File: config.mk
export PLATFORM = sky130hd
export DESIGN_NAME = tdpt_cell
export DESIGN_NICKNAME = d
export VERILOG_FILES = /design/src/tdpt_pkg.sv /design/src/tdpt_cell.sv
export SDC_FILE = /design/constraint.sdc
export NUM_CORES = 1
export LEC_CHECK = 0
export BUFFER_PORTS_ARGS = -buffer_cell sky130_fd_sc_hd__buf_2
export CORE_ASPECT_RATIO = 0.9
export CORE_MARGIN = 2
export CORE_UTILIZATION = 55
export CTS_CLUSTER_SIZE = 12
export DETAILED_ROUTE_END_ITERATION = 10
export PLACE_DENSITY = 0.78
export SYNTH_ARGS = -nofsm -noshare
export SYNTH_HDL_FRONTEND = slang
export SYNTH_SLANG_ARGS = --single-unit
export TNS_END_PERCENT = 5
File: constraint.sdc
create_clock -name aclk -period 8.5 [get_ports aclk]
set_input_delay 0.425 -clock aclk [delete_from_list [all_inputs] [get_ports aclk]]
set_output_delay 0.425 -clock aclk [all_outputs]
set_load 0.005 [all_outputs]
File: src/tdpt_pkg.sv
// package with constants, types and state codes for the trial division prime test core
`default_nettype none
package tdpt_pkg;

    // width of the tested number
    localparam int NUM_WIDTH = 16;
    // number of divisor cells in the chain
    localparam int NUM_CELLS = 64;
    localparam int IDX_W     = $clog2(NUM_CELLS);
    // divisor width: square root range plus one round of cells plus headroom
    localparam int DIV_W     = (NUM_WIDTH + 1) / 2 + IDX_W + 1;
    localparam int SQ_W      = 2 * DIV_W;
    // end value of the round counter in the run state
    localparam int ROUND_CYC = NUM_WIDTH + NUM_CELLS;
    localparam int CNT_W     = $clog2(ROUND_CYC);
    localparam int BIT_W     = $clog2(NUM_WIDTH);
    // stream widths in whole bytes
    localparam int IN_TW     = ((NUM_WIDTH + 7) / 8) * 8;
    localparam int OUT_TW    = ((NUM_WIDTH + 1 + 7) / 8) * 8;

    typedef enum logic [1:0] {
        ST_IDLE,
        ST_LOAD,
        ST_RUN,
        ST_FIN
    } tdpt_state_t;

    // broadcast control from the sequencer to every cell
    typedef struct packed {
        logic                 load;
        logic [DIV_W-1:0]     base;
        logic [NUM_WIDTH-1:0] num;
    } cell_ctl_t;

endpackage
`default_nettype wire

File: src/tdpt_cell.sv
// one divisor cell: bit-serial remainder of the number by its own divisor
`default_nettype none
module tdpt_cell
    import tdpt_pkg::*;
(
    input  wire logic             aclk,
    input  wire logic             aresetn,
    input  wire cell_ctl_t        ctl,
    input  wire logic [IDX_W-1:0] idx,
    input  wire logic             in_bit,
    input  wire logic             in_vld,
    output logic                  out_bit,
    output logic                  out_vld,
    output logic                  hit
);

    logic [DIV_W-1:0] d_reg;
    logic [DIV_W-1:0] r_reg;
    logic [DIV_W-1:0] r_next;
    logic [SQ_W-1:0]  sq_reg;
    logic             bit_reg;
    logic             vld_reg;
    logic [DIV_W:0]   shifted;

    // shift in one bit and reduce once
    always_comb begin
        shifted = {r_reg, in_bit};
        if (shifted >= {1'b0, d_reg}) begin
            shifted = shifted - {1'b0, d_reg};
        end
        r_next = shifted[DIV_W-1:0];
    end

    // divisor, remainder and square
    always_ff @(posedge aclk) begin
        if (ctl.load) begin
            d_reg <= ctl.base + DIV_W'(idx);
            r_reg <= '0;
        end else if (in_vld) begin
            r_reg <= r_next;
        end
        sq_reg  <= d_reg * d_reg;
        bit_reg <= in_bit;
    end

    // valid flag travels with the bit to the neighbor
    always_ff @(posedge aclk) begin
        if (!aresetn) begin
            vld_reg <= 1'b0;
        end else begin
            vld_reg <= in_vld && !ctl.load;
        end
    end

    assign out_bit = bit_reg;
    assign out_vld = vld_reg;
    // divides evenly and lies within the square root bound
    assign hit = (r_reg == '0) && (sq_reg <= SQ_W'(ctl.num));

endmodule
`default_nettype wire

== Word level (Yosys, flattened, before mapping) ==
Index checks and enable logic that the tools add are counted.

* Flip-flop bits (word level): 62
* Input port bits: 42
* Output and inout port bits: 3
* Logic and storage cells: 15

* $add $sub $neg: 2
* Multiply operators: 1
* $lt $le $gt $ge: 2
* Muxes and demuxes: 1
* Reductions and logical operators: 4

{| class="wikitable"
|+ Operators by type and width
! operator !! count
|-
| 30-bit by 16-bit less-or-equal comparator with 1-bit output || 1
|-
| 15-bit by 15-bit multiplier with 30-bit output || 1
|-
| 16-bit by 15-bit >= comparator with 1-bit output || 1
|-
| 15-bit by 6-bit adder with 15-bit output || 1
|-
| 15-bit zero test || 1
|-
| 15-bit two-way mux || 1
|-
| 15-bit subtractor || 1
|-
| 1-bit logical AND || 2
|-
| 1-bit zero test || 1
|}

== Depth between registers and ports, before layout ==
Gate-level depths: netlist of run 1.

* Depth after elaboration: 2
* Gate-level depth with buffers: 24
* Gate-level depth less buffers: 23

== Worst setup path after synthesis of run 1 ==
Ideal clock, no wire load.

* Kind: reg2reg
* From: register d_reg[1]
* To: register sq_reg[29]
* Library setup time: 0.072 ns
* Arrival: 6.100 ns
* Required time: 8.428 ns
* Path slack: 2.328 ns
* Stages on the path, launching flop included: 25
* Buffers on the path: 1
* Clock period less this slack: 6.172 ns
* Path through: edfxtp_1 -> inv_1 -> clkbuf_1 -> nor2_1 -> fa_1 -> inv_1 -> fa_1 -> inv_1 -> fa_1 -> inv_1 -> fa_1 -> inv_1 -> fa_1 -> inv_1 -> fa_1 -> inv_1 -> ha_1 -> and4_1 -> and3_1 -> a221oi_2 -> a21oi_2 -> a2111oi_4 -> o31ai_1 -> a21oi_1 -> xnor2_1

* Cells in the longest elaborated chain, start to end: 1

{| class="wikitable"
|+ RTL lines
! what !! line !! text
|-
| start, declared || tdpt_cell.sv:17 || <nowiki>logic [DIV_W-1:0] d_reg;</nowiki>
|-
| start signal, assigned || tdpt_cell.sv:37 || <nowiki>d_reg <= ctl.base + DIV_W'(idx);</nowiki>
|-
| 15-bit by 15-bit multiplier with 30-bit output || tdpt_cell.sv:42 || <nowiki>sq_reg <= d_reg * d_reg;</nowiki>
|-
| end signal, assigned || tdpt_cell.sv:42 ||
|-
| end, declared || tdpt_cell.sv:20 || <nowiki>logic [SQ_W-1:0] sq_reg;</nowiki>
|}

No other way between the ends.
A chain may end at the register's enable or synchronous reset.

== Final worst setup path of run 1 ==
* From: register d_reg[2]
* To: register sq_reg[28]

The elaborated chain is that of the path after synthesis.

==> impl_metrics.csv, run 1 <==
group,metric,value,unit
status,outcome,"finished clean",
floorplan,fp-row-count,45,
global_route,grt_pass1_vias,7203,
final_layout,finish.net_count,1394,
logic_synthesis,dominantRegCellSynth,"dfxtp_1",
logic_synthesis,syn_avg_cell_area,9.02,um^2
critical_path,worstSetupStartpoint,"d_reg[2]",
worst_hold_path,hold_start,"in_bit",
placed_design,routability_driven_placement_congestion_ratio,0.895,
worst_hold_path,hold-path-cell-count,1,
timing,grt_setup_unrepaired,"no",
floorplan,die_h,129,um
final_layout,diodes,0,
global_route,grt_overflow_total,0,
cts,hold_buffers,0,
critical_path,worst_endpoint_data_arrival_time,6.94,ns
critical_path,crit_path_category,"reg -> reg",
logic_synthesis,proportion_of_synthesized_chip_area_in_sequential_cells,14.5,%
routing,final_routed_wire_length_divided_by_cell_count,15.7,um
cts,numCtsBuffers,9,
cts,clock_tree.htree_level_count,3,
logic_synthesis,synth_edf_count,15,
global_route,groute.layer.met1.usage,29.6,%
critical_path,timing.critical_path.cells,"clkinv_1 > nor2_1 > fa_1 > inv_1 > fa_1 > inv_1 > fa_1 > fa_1 > fa_1 > inv_1 > fa_1 > inv_1 > ha_1 > and4_1 > a41oi_1 > a31oi_1 > a21oi_1 > o21bai_1 > a311oi_2 > xnor2_1",
logic_synthesis,yosys.cell_types.count,56,
routing,drt-initial-drc-count,485,
cts,postCtsSetupBuffers,0,
final_layout,largest_reg_flops,29,
cts,worst_skew_pair.late_latency,0.35,ns
cts,cts.root.buffer_cell,"clkbuf_16",
logic_synthesis,syn_inst,1052,
routing,first_pass_iters,5,
logic_synthesis,postSynthNetCount,1363,
critical_path,reg2reg_from,"d_reg[2]",
floorplan,design.die.area,0.0183,mm^2
global_route,gr-max-usage-layer,"met2",
critical_path,critical_path_required,8.73,ns
critical_path,cp_num_buf_inv,5,
final_layout,stdcell_area,0.0102,mm^2
critical_path,crit_path_depth,20,
routing,detail_route.wirelength,20400,um
placed_design,placed_area,0.00987,mm^2
global_route,global_route.usage.total,23.6,%
logic_synthesis,synth_cell_area,0.00949,mm^2
cts,tritoncts,"built",
critical_path,cpLargestDelayFamily,"adder cells",
floorplan,initial_cell_density_of_the_core,56.2,%
flow_run,max_cap_violations,0,
floorplan,die_x,142,um
global_route,gr-usage-met3,4.88,%
logic_synthesis,fraction_of_registers_with_async_set_or_reset_after_synthesis,0,%
floorplan,fp.coreArea,0.0169,mm^2
critical_path,path_common_cell,"fa_1",
timing,final_hold_violations,0,
global_route,use_met2,40.2,%
global_route,grt_antenna_before_repair,0,
final_layout,drive_above_1_share,6.53,%
routing,avgViaCountPerCell,5.49,
placed_design,hpwl,17000,um
cts,clkSinkCount,61,
cts,ctsResizeCount,0,
critical_path,crit_slowest_cell,"edfxtp_1",
logic_synthesis,postSynthRegisterBits,61,
timing,post-route-period-util,78.9,%
final_layout,area_growth_syn_to_layout,7.14,%
critical_path,worstSetupEndpointType,"register",
timing,clock_period_minus_worst_slack,6.71,ns
logic_synthesis,synthesis.yosys.warnings,0,
routing,drc_errors,0,
routing,detail-route-antenna-nets,0,
routing,dr_total_vias,7129,
final_layout,num-fill-cells,1442,
timing,fmax,149,MHz
placed_design,place.port_buffers,44,
timing,tightest_slew,0.971,ns
floorplan,i_o_pins,45,
global_route,grt_max_degree,32,
timing,timing.slew.headroom,35.3,%
global_route,first_pass_grt_wire_length,33700,um
worst_hold_path,worst_hold_path_type,"in -> reg",
critical_path,timing.reg2reg.worst_path_depth,20,
timing,finalSetupViolations,0,
critical_path,critPathLaunchType,"register",
critical_path,max_stage_delay,0.62,ns
timing,final-max-slew-violation-count,0,
critical_path,timing.critical_path.fanout_max,9,
cts,clock_transition_at_the_register_clock_pins_on_the_worst_setup_and_hold_paths_after_cts,0.06,ns
cts,clockBufferDepth,2,
timing,fin_setup_tns,0,ns
timing,skew,0.0122,ns
==> path summary, 6_finish.rpt <==
check                    end  slack [ns]
setup / recovery  sq_reg[28]        1.79
hold / removal       out_bit        0.22
setup reg to reg  sq_reg[28]        1.79
hold reg to reg    r_reg[14]        0.53
==> stage by stage <==
| step | utilization (%) | std cells | worst slack, ns | hold WS, ns |
|---|---|---|---|---|
| 4_1_cts | 60.2 | 1299 | 1.80 | 0.221 |
| 3_5_place_dp | 58.4 | 1283 | 1.86 | 0.510 |
| 6_report | 60.2 | 1299 | 1.79 | 0.225 |
| 2_1_floorplan | - | 1052 | 2.33 | 0.438 |
| 3_3_place_gp | 58.4 | 1283 | 2.10 | 0.505 |
| 5_1_grt | 60.2 | 1299 | 1.37 | 0.230 |
==> per-layer routing <==
layer	wire, um	up-vias	part of all wire [%]
li1	-	3380	-
met4	704	0	3.4
met3	1140	47	5.6
met1	8480	3498	41
met5	0	-	0
met2	10100	204	49
==> synth_stat cells, types with 6 or more instances <==
master	number	area, um^2
mux2i_1	10	100
nor3_1	7	35.0
inv_1	254	953
nand3_1	8	40.0
xor2_1	25	219
a21o_1	27	203
o21a_1	6	45.0
o21ai_0	13	65.1
nor2b_1	6	37.5
o21ai_1	8	40.0
nor2_1	75	282
o21bai_1	10	75.1
dfxtp_1	46	921
a31oi_1	7	43.8
nor4_1	7	43.8
fa_1	139	2780
ha_1	130	1630
clkbuf_1	20	75.1
edfxtp_1	15	450
xnor2_1	31	272
a211oi_1	12	90.1
and2_1	15	93.8
nand2_1	73	274
nand2b_1	6	37.5
nand4_1	10	62.6
a21oi_1	39	195
o211ai_1	6	45.0
==> logic make-up after synthesis <==
group	Yosys count	synth area share [%]
AOI/OAI and AO/OA	148	10.6
xor gates and xnor gates	56	5.17
adders and majority gates	269	46.5
buffers and inverters	282	11.2
DFF	61	14.5
muxes	12	1.29
and+or+nand+nor	224	10.8
==> area by class of cell <==
type | count | area, um^2 | area share (%)
Tap cell | 211 | 264 | 2.60
Clock inverter | 3 | 18.8 | 0.185
Clock buffer | 13 | 272 | 2.67
Inverter | 258 | 968 | 9.53
Sequential cell | 61 | 1370 | 13.5
Multi-Input combinational cell | 709 | 7050 | 69.4
Timing Repair Buffer | 44 | 220 | 2.17
==> placed cells by master (no fill, tap or decap), types with 12 or more instances in the layout <==
master,synthesis,routed
nand2_1,73,73
ha_1,130,130
xnor2_1,31,31
nor2_1,75,75
a21oi_1,39,39
and2_1,15,15
inv_1,254,254
a21o_1,27,27
xor2_1,25,25
fa_1,139,139
buf_2,3,44
o21ai_0,13,13
dfxtp_1,46,46
a211oi_1,12,12
edfxtp_1,15,15
Power of run 1 is left out: the tool's default activity adds up to more than one toggle a clock period on the data nets, which glitch-free logic cannot reach.
==> run 2: changes to the inputs <==
--- a/config.mk
+++ b/config.mk
@@ -5,13 +5,14 @@
 export SDC_FILE = /design/constraint.sdc
 export NUM_CORES = 1
 export LEC_CHECK = 0
+export ABC_AREA = 1
 export BUFFER_PORTS_ARGS = -buffer_cell sky130_fd_sc_hd__buf_2
 export CORE_ASPECT_RATIO = 0.9
 export CORE_MARGIN = 2
 export CORE_UTILIZATION = 55
 export CTS_CLUSTER_SIZE = 12
 export DETAILED_ROUTE_END_ITERATION = 10
-export PLACE_DENSITY = 0.78
+export PLACE_DENSITY = 0.8
 export SYNTH_ARGS = -nofsm -noshare
 export SYNTH_HDL_FRONTEND = slang
 export SYNTH_SLANG_ARGS = --single-unit
==> constraint.sdc (replaced) <==
create_clock -name aclk -period 5.4 [get_ports aclk]
set_input_delay 0.27 -clock aclk [delete_from_list [all_inputs] [get_ports aclk]]
set_output_delay 0.27 -clock aclk [all_outputs]
set_load 0.005 [all_outputs]
==> run 2 against run 1 <==
  * Synthesized area is 9.5% higher
  * Utilization is 4.6 points higher
  * Global-route usage is 0.80 points higher
==> impl_metrics.csv, run 2 <==
group,metric,value,unit
logic_synthesis,proportion_of_synthesized_chip_area_in_sequential_cells,13.2,%
critical_path,timing.critical_path.cells,"buf_4 > nand2_2 > inv_1 > fa_1 > inv_1 > fa_1 > inv_1 > fa_1 > inv_2 > fa_1 > inv_2 > fa_1 > inv_1 > fa_1 > inv_2 > ha_4 > nand2_2 > nand2_2 > o21bai_2 > nand2_1 > nand2_2 > a31oi_4 > xnor2_1",
timing,finalSetupViolations,0,
logic_synthesis,synth_most_common_cell,"inv_1",
final_layout,diodes,0,
critical_path,worstSetupEndpointType,"register",
timing,timing.slew.headroom,53.2,%
critical_path,endpoint,"sq_reg[15]",
placed_design,routability_driven_placement_congestion_ratio,0.976,
routing,drc_errors,0,
logic_synthesis,synth_cell_area,0.0104,mm^2
global_route,grt_pass1_vias,8366,
final_layout,finish.net_count,1766,
cts,worst_skew_pair.late_latency,0.36,ns
final_layout,drive_above_1_share,15.0,%
logic_synthesis,ys_top_cells_by_area,"fa_1 (27%), ha_1 (16%), inv_1 (13%)",
status,outcome,"finished clean",
critical_path,crit_slowest_cell,"fa_1",
cts,clockBufferDepth,2,
timing,fin_setup_tns,0,ns
critical_path,cp_num_buf_inv,8,
timing,fin_hold_ws,0.0341,ns
final_layout,stdcell_area,0.0120,mm^2
final_layout,layout.cells.most_common,"inv_1",
timing,grt_setup_unrepaired,"yes",
timing,final_hold_violations,0,
worst_hold_path,worst_hold_path_type,"in -> reg",
logic_synthesis,post-synth-top-area-cell,"fa_1",
routing,drt-initial-drc-count,490,
placed_design,hpwl,19500,um
critical_path,path_common_cell,"fa_1",
final_layout,largest_reg_flops,29,
floorplan,die_x,149,um
logic_synthesis,synthesis.yosys.warnings,0,
final_layout,num-fill-cells,1532,
critical_path,timing.critical_path.fanout_max,6,
global_route,grt_antenna_before_repair,0,
routing,detail_route.wirelength,24400,um
cts,numCtsBuffers,9,
critical_path,crit_path_depth,23,
logic_synthesis,postSynthNetCount,1675,
global_route,global_route.usage.total,24.4,%
routing,first_pass_iters,6,
placed_design,placed_area,0.0110,mm^2
cts,clock_transition_at_the_register_clock_pins_on_the_worst_setup_and_hold_paths_after_cts,0.07,ns
floorplan,die_h,134,um
logic_synthesis,syn_avg_cell_area,7.62,um^2
timing,fmax,186,MHz
critical_path,worstSetupStartpoint,"d_reg[4]",
routing,dr_total_vias,8706,
floorplan,initial_cell_density_of_the_core,56.3,%
cts,cts.root.buffer_cell,"clkbuf_16",
global_route,first_pass_grt_wire_length,38700,um
final_layout,area_growth_syn_to_layout,15.0,%
logic_synthesis,postSynthRegisterBits,61,
logic_synthesis,dominantRegCellSynth,"dfxtp_1",
timing,clock_period_minus_worst_slack,5.37,ns
timing,skew,0.0142,ns
critical_path,reg2reg_from,"d_reg[4]",
cts,tritoncts,"built",
floorplan,design.die.area,0.0200,mm^2
global_route,grt_max_degree,32,
cts,clkSinkCount,61,
logic_synthesis,yosys-top-cells-count,"inv_1 (361), nand2_1 (316), fa_1 (139), ha_1 (130), nand3_1 (61)",
cts,clock_tree.htree_level_count,3,
timing,final-max-slew-violation-count,0,
routing,final_routed_wire_length_divided_by_cell_count,14.3,um
critical_path,critical_path_required,5.66,ns
logic_synthesis,synth_top_area_share,26.8,%
logic_synthesis,fraction_of_registers_with_async_set_or_reset_after_synthesis,0,%
critical_path,timing.reg2reg.worst_path_depth,23,
critical_path,worst_endpoint_data_arrival_time,5.63,ns
routing,avgViaCountPerCell,5.11,
logic_synthesis,yosys.cell_types.count,39,
global_route,grt_overflow_total,0,
final_layout,final_cell_mix,"inv_1 (353), nand2_1 (295), fa_1 (138), ha_1 (119), nand3_1 (58)",
critical_path,critPathLaunchType,"register",
logic_synthesis,syn_inst,1364,
critical_path,max_stage_delay,0.53,ns
timing,post-route-period-util,99.5,%
critical_path,worst-r2r-setup-slack,0.03,ns
floorplan,fp-row-count,47,
floorplan,fp.coreArea,0.0185,mm^2
timing,tightest_slew,0.702,ns
critical_path,reg2reg_to,"sq_reg[15]",
floorplan,i_o_pins,45,
placed_design,place.port_buffers,44,
critical_path,crit_path_category,"reg -> reg",
flow_run,max_cap_violations,0,
routing,detail-route-antenna-nets,0,
logic_synthesis,synth_edf_count,15,
final_layout,layout.core_utilization,64.7,%
critical_path,cpLargestDelayFamily,"adder cells",
[run 2: changes by cell type after synthesis, moves of 8 or more]
cell,change
nor2_1,-15
a21oi_1,+20
a21o_1,-22
inv_1,+107
and2_1,-14
a211oi_1,-12
nand3_1,+53
mux2i_1,-10
nand2_1,+243
nand3b_1,+8
xor2_1,+11
xnor2_1,-15
[run 2: how the worst min path moves through the flow]
| stage | cells after the start | endpoint | slack [ns] | start |
|---|---|---|---|---|
| finish | 1 | out_bit | 0.03 | in_bit |
| floorplan | 0 | out_bit | 0.30 | in_bit |
| global placement | 1 | out_bit | 0.39 | in_bit |
| CTS | 1 | out_bit | 0.03 | in_bit |
| global route | 1 | out_bit | 0.04 | in_bit |
| detailed placement | 1 | out_bit | 0.40 | in_bit |
[run 2: kinds of logic (layout without fill, tap and decap cells)]
family | Yosys count | count (layout) | synth area share [%]
adders and majority gates | 269 | 269 | 42.4
xor gates and xnor gates | 52 | 52 | 4.38
DFF | 61 | 61 | 13.2
buffers and inverters | 391 | 487 | 14.4
and+or+nand+nor | 497 | 497 | 20.5
AOI/OAI and AO/OA | 94 | 94 | 5.13
[run 2: area by class of cell]
class	count	area [um^2]	share of cell area (%)
tap	245	307	2.56
multi-input combinational	912	7890	66.0
timing repair buffer	107	721	6.03
sequential	61	1370	11.5
clock inverter	4	27.5	0.230
clock buffer	12	268	2.24
inverter	364	1370	11.4
[run 2: layer usage]
metal  track usage (%)  vias up  part of all wire, %
met5                 0        -                    0
met4              8.20        0                  2.6
met3              3.64       36                  6.6
met2              40.4      280                   49
met1              32.8     4100                   42
li1                  -     4290                    -
[run 2: through the flow]
step                setup WS [ns]  cells
CTS                       -0.0101   1690
global route               -0.128   1705
detailed placement         -0.103   1659
global placement          -0.0594   1659
finish                     0.0288   1705
floorplan                  0.0905   1364
[run 2: what timing repair did]
item	CTS	global route
resized for setup	6	91
hold buffers	0	0
endpoints found under the setup margin	13	19
cloned	0	0
pin swaps	2	43
buffers inserted	15	15
[run 2: worst register-to-register path: cells and delay by family (launching register included)]
| kind | cells | cell delay [ns] |
|---|---|---|
| and+or+nand+nor | 5 | 0.39 |
| adders and majority gates | 7 | 3.27 |
| buffers and inverters | 8 | 0.57 |
| AOI/OAI and AO/OA | 2 | 0.38 |
| DFF | 1 | 0.52 |
| xor gates and xnor gates | 1 | 0.16 |
Power of run 2 is left out for the same reason.
==> run 3: changes to the inputs <==
--- a/config.mk
+++ b/config.mk
@@ -12,7 +12,7 @@
 export CORE_UTILIZATION = 55
 export CTS_CLUSTER_SIZE = 12
 export DETAILED_ROUTE_END_ITERATION = 10
-export PLACE_DENSITY = 0.8
+export PLACE_DENSITY = 0.75
 export SYNTH_ARGS = -nofsm -noshare
 export SYNTH_HDL_FRONTEND = slang
 export SYNTH_SLANG_ARGS = --single-unit
==> run 3 against run 2 <==
  * Clock skew fell by 0.0052 ns
  * Wire length rose by 1.6%
  * Non-clock buffer count is 5 higher
  * Cell count grew 0.29%
  * Utilization increased by 0.64 points
  * Register-to-register slack worse by 0.02 ns
  * Maximum frequency decreased by 0.30%
  * First-iteration DRC count is 28% higher
  * Flip-flop and latch count did not move
  * Global-route usage fell by 0.14 points
  * Sequential share of layout area fell by 0.11 points
  * Hold slack improved by 0.0019 ns
==> impl_metrics.csv, run 3 (same netlist as run 2, synthesis figures left out) <==
group,metric,value,unit
critical_path,critical_path_required,5.67,ns
cts,cts.root.buffer_cell,"clkbuf_16",
global_route,global_route.usage.total,24.2,%
status,outcome,"finished clean",
cts,clockBufferDepth,2,
timing,fin_setup_tns,0,ns
timing,clock_period_minus_worst_slack,5.39,ns
routing,drt-initial-drc-count,627,
floorplan,die_h,134,um
timing,finalSetupViolations,0,
floorplan,i_o_pins,45,
final_layout,finish.net_count,1771,
timing,fmax,186,MHz
routing,detail-route-antenna-nets,0,
placed_design,place.port_buffers,44,
final_layout,layout.core_utilization,65.4,%
critical_path,crit_path_category,"reg -> reg",
floorplan,fp-row-count,47,
global_route,grt_antenna_before_repair,0,
worst_hold_path,hold_start,"in_bit",
floorplan,die_x,149,um
timing,grt_setup_unrepaired,"yes",
routing,avgViaCountPerCell,5.09,
timing,tightest_slew,0.698,ns
routing,drc_errors,0,
critical_path,timing.critical_path.fanout_max,5,
routing,detail_route.wirelength,24700,um
final_layout,multiInputGateArea,0.00792,mm^2
timing,skew,0.00898,ns
worst_hold_path,worst_hold_path_type,"in -> reg",
critical_path,worst_endpoint_data_arrival_time,5.65,ns
cts,numCtsBuffers,9,
cts,worst_skew_pair.late_latency,0.35,ns
final_layout,num-fill-cells,1548,
final_layout,drive_above_1_share,15.4,%
floorplan,fp.coreArea,0.0185,mm^2
timing,final_hold_violations,0,
cts,clkSinkCount,61,
cts,clock_transition_at_the_register_clock_pins_on_the_worst_setup_and_hold_paths_after_cts,0.06,ns
placed_design,hpwl,19600,um
final_layout,largest_reg_flops,29,
timing,timing.slew.headroom,53.4,%
routing,final_routed_wire_length_divided_by_cell_count,14.5,um
global_route,first_pass_grt_wire_length,38800,um
cts,hold_buffers,0,
timing,final-max-slew-violation-count,0,
final_layout,area_growth_syn_to_layout,16.2,%
cts,tritoncts,"built",
critical_path,reg2reg_from,"d_reg[7]",
global_route,grt_max_degree,32,
final_layout,layout.area.seq,0.00137,mm^2
flow_run,max_cap_violations,0,
critical_path,critPathLaunchType,"register",
critical_path,worstSetupStartpoint,"d_reg[7]",
global_route,grt_overflow_total,0,
final_layout,final_cell_mix,"inv_1 (356), nand2_1 (289), fa_1 (138), ha_1 (117), nand3_1 (59)",
routing,first_pass_iters,5,
routing,dr_total_vias,8704,
floorplan,initial_cell_density_of_the_core,56.3,%
critical_path,worstSetupEndpointType,"register",
floorplan,design.die.area,0.0200,mm^2
global_route,grt_pass1_vias,8461,
timing,fin_hold_ws,0.0360,ns
final_layout,diodes,0,
timing,post-route-period-util,99.8,%
placed_design,routability_driven_placement_congestion_ratio,0.940,
final_layout,layout.cells.most_common,"inv_1",
cts,clock_tree.htree_level_count,3,
==> run 3: cell count changes in the layout (fill, tap and decap cells not counted), sizes merged <==
cell,change
bufinv,+1
buf,+5
clkinv,-1
inv,+2
clkbuf,-2
==> run 3: what timing repair did <==
item,4_1_cts,5_1_grt
gates resized for setup,2,106
gates cloned,0,1
endpoints found under the setup margin,5,19
buffers inserted,5,28
pin swaps,1,48
==> run 3: metrics by stage <==
stage          cell area (um^2)  setup WS (ns)  cells
2_1_floorplan             10400         0.0905   1364
3_3_place_gp              11000       -0.00898   1660
3_5_place_dp              11000        -0.0299   1660
4_1_cts                   11400        -0.0246   1681
5_1_grt                   12100         -0.159   1710
6_report                  12100         0.0127   1710
==> run 3: path summary, 6_finish.rpt <==
path                 to  slack, ns  cells past startpoint
min             out_bit       0.04                      1
max reg2reg  sq_reg[23]       0.01                     20
max          sq_reg[23]       0.01                     20
min reg2reg    r_reg[1]       0.51                      2
==> run 3: cell type report <==
cell class | instances | area share [%]
multi-input cells | 912 | 65.6
flip-flops and latches | 61 | 11.4
inverters | 364 | 11.3
repair buffers | 112 | 6.47
well taps | 245 | 2.54
clock buffers | 10 | 2.07
clock inverters | 6 | 0.622
==> run 3: critical path, stage by stage (launching register included) <==
cell and delay (ns):
edfxtp_1 0.53, buf_6 0.20, nand2_1 0.12, fa_1 0.46, fa_1 0.54, inv_1 0.05
fa_1 0.54, fa_1 0.47, fa_1 0.55, inv_1 0.05, fa_1 0.54, inv_1 0.07
ha_4 0.30, nand2_1 0.11, buf_4 0.17, nor2_4 0.10, nand2_1 0.09, nand2_2 0.10
nand2_2 0.07, nand3_2 0.07, xor2_1 0.16
==> run 3: layer usage <==
metal / vias to the layer above / routed length (um) / track usage [%]
li1: 4300 / - / -
met5: - / 0 / 0
met4: 0 / 689 / 7.88
met1: 4068 / 10500 / 32.8
met3: 41 / 1680 / 4.22
met2: 295 / 11800 / 39.7
Power of run 3 is left out for the same reason.
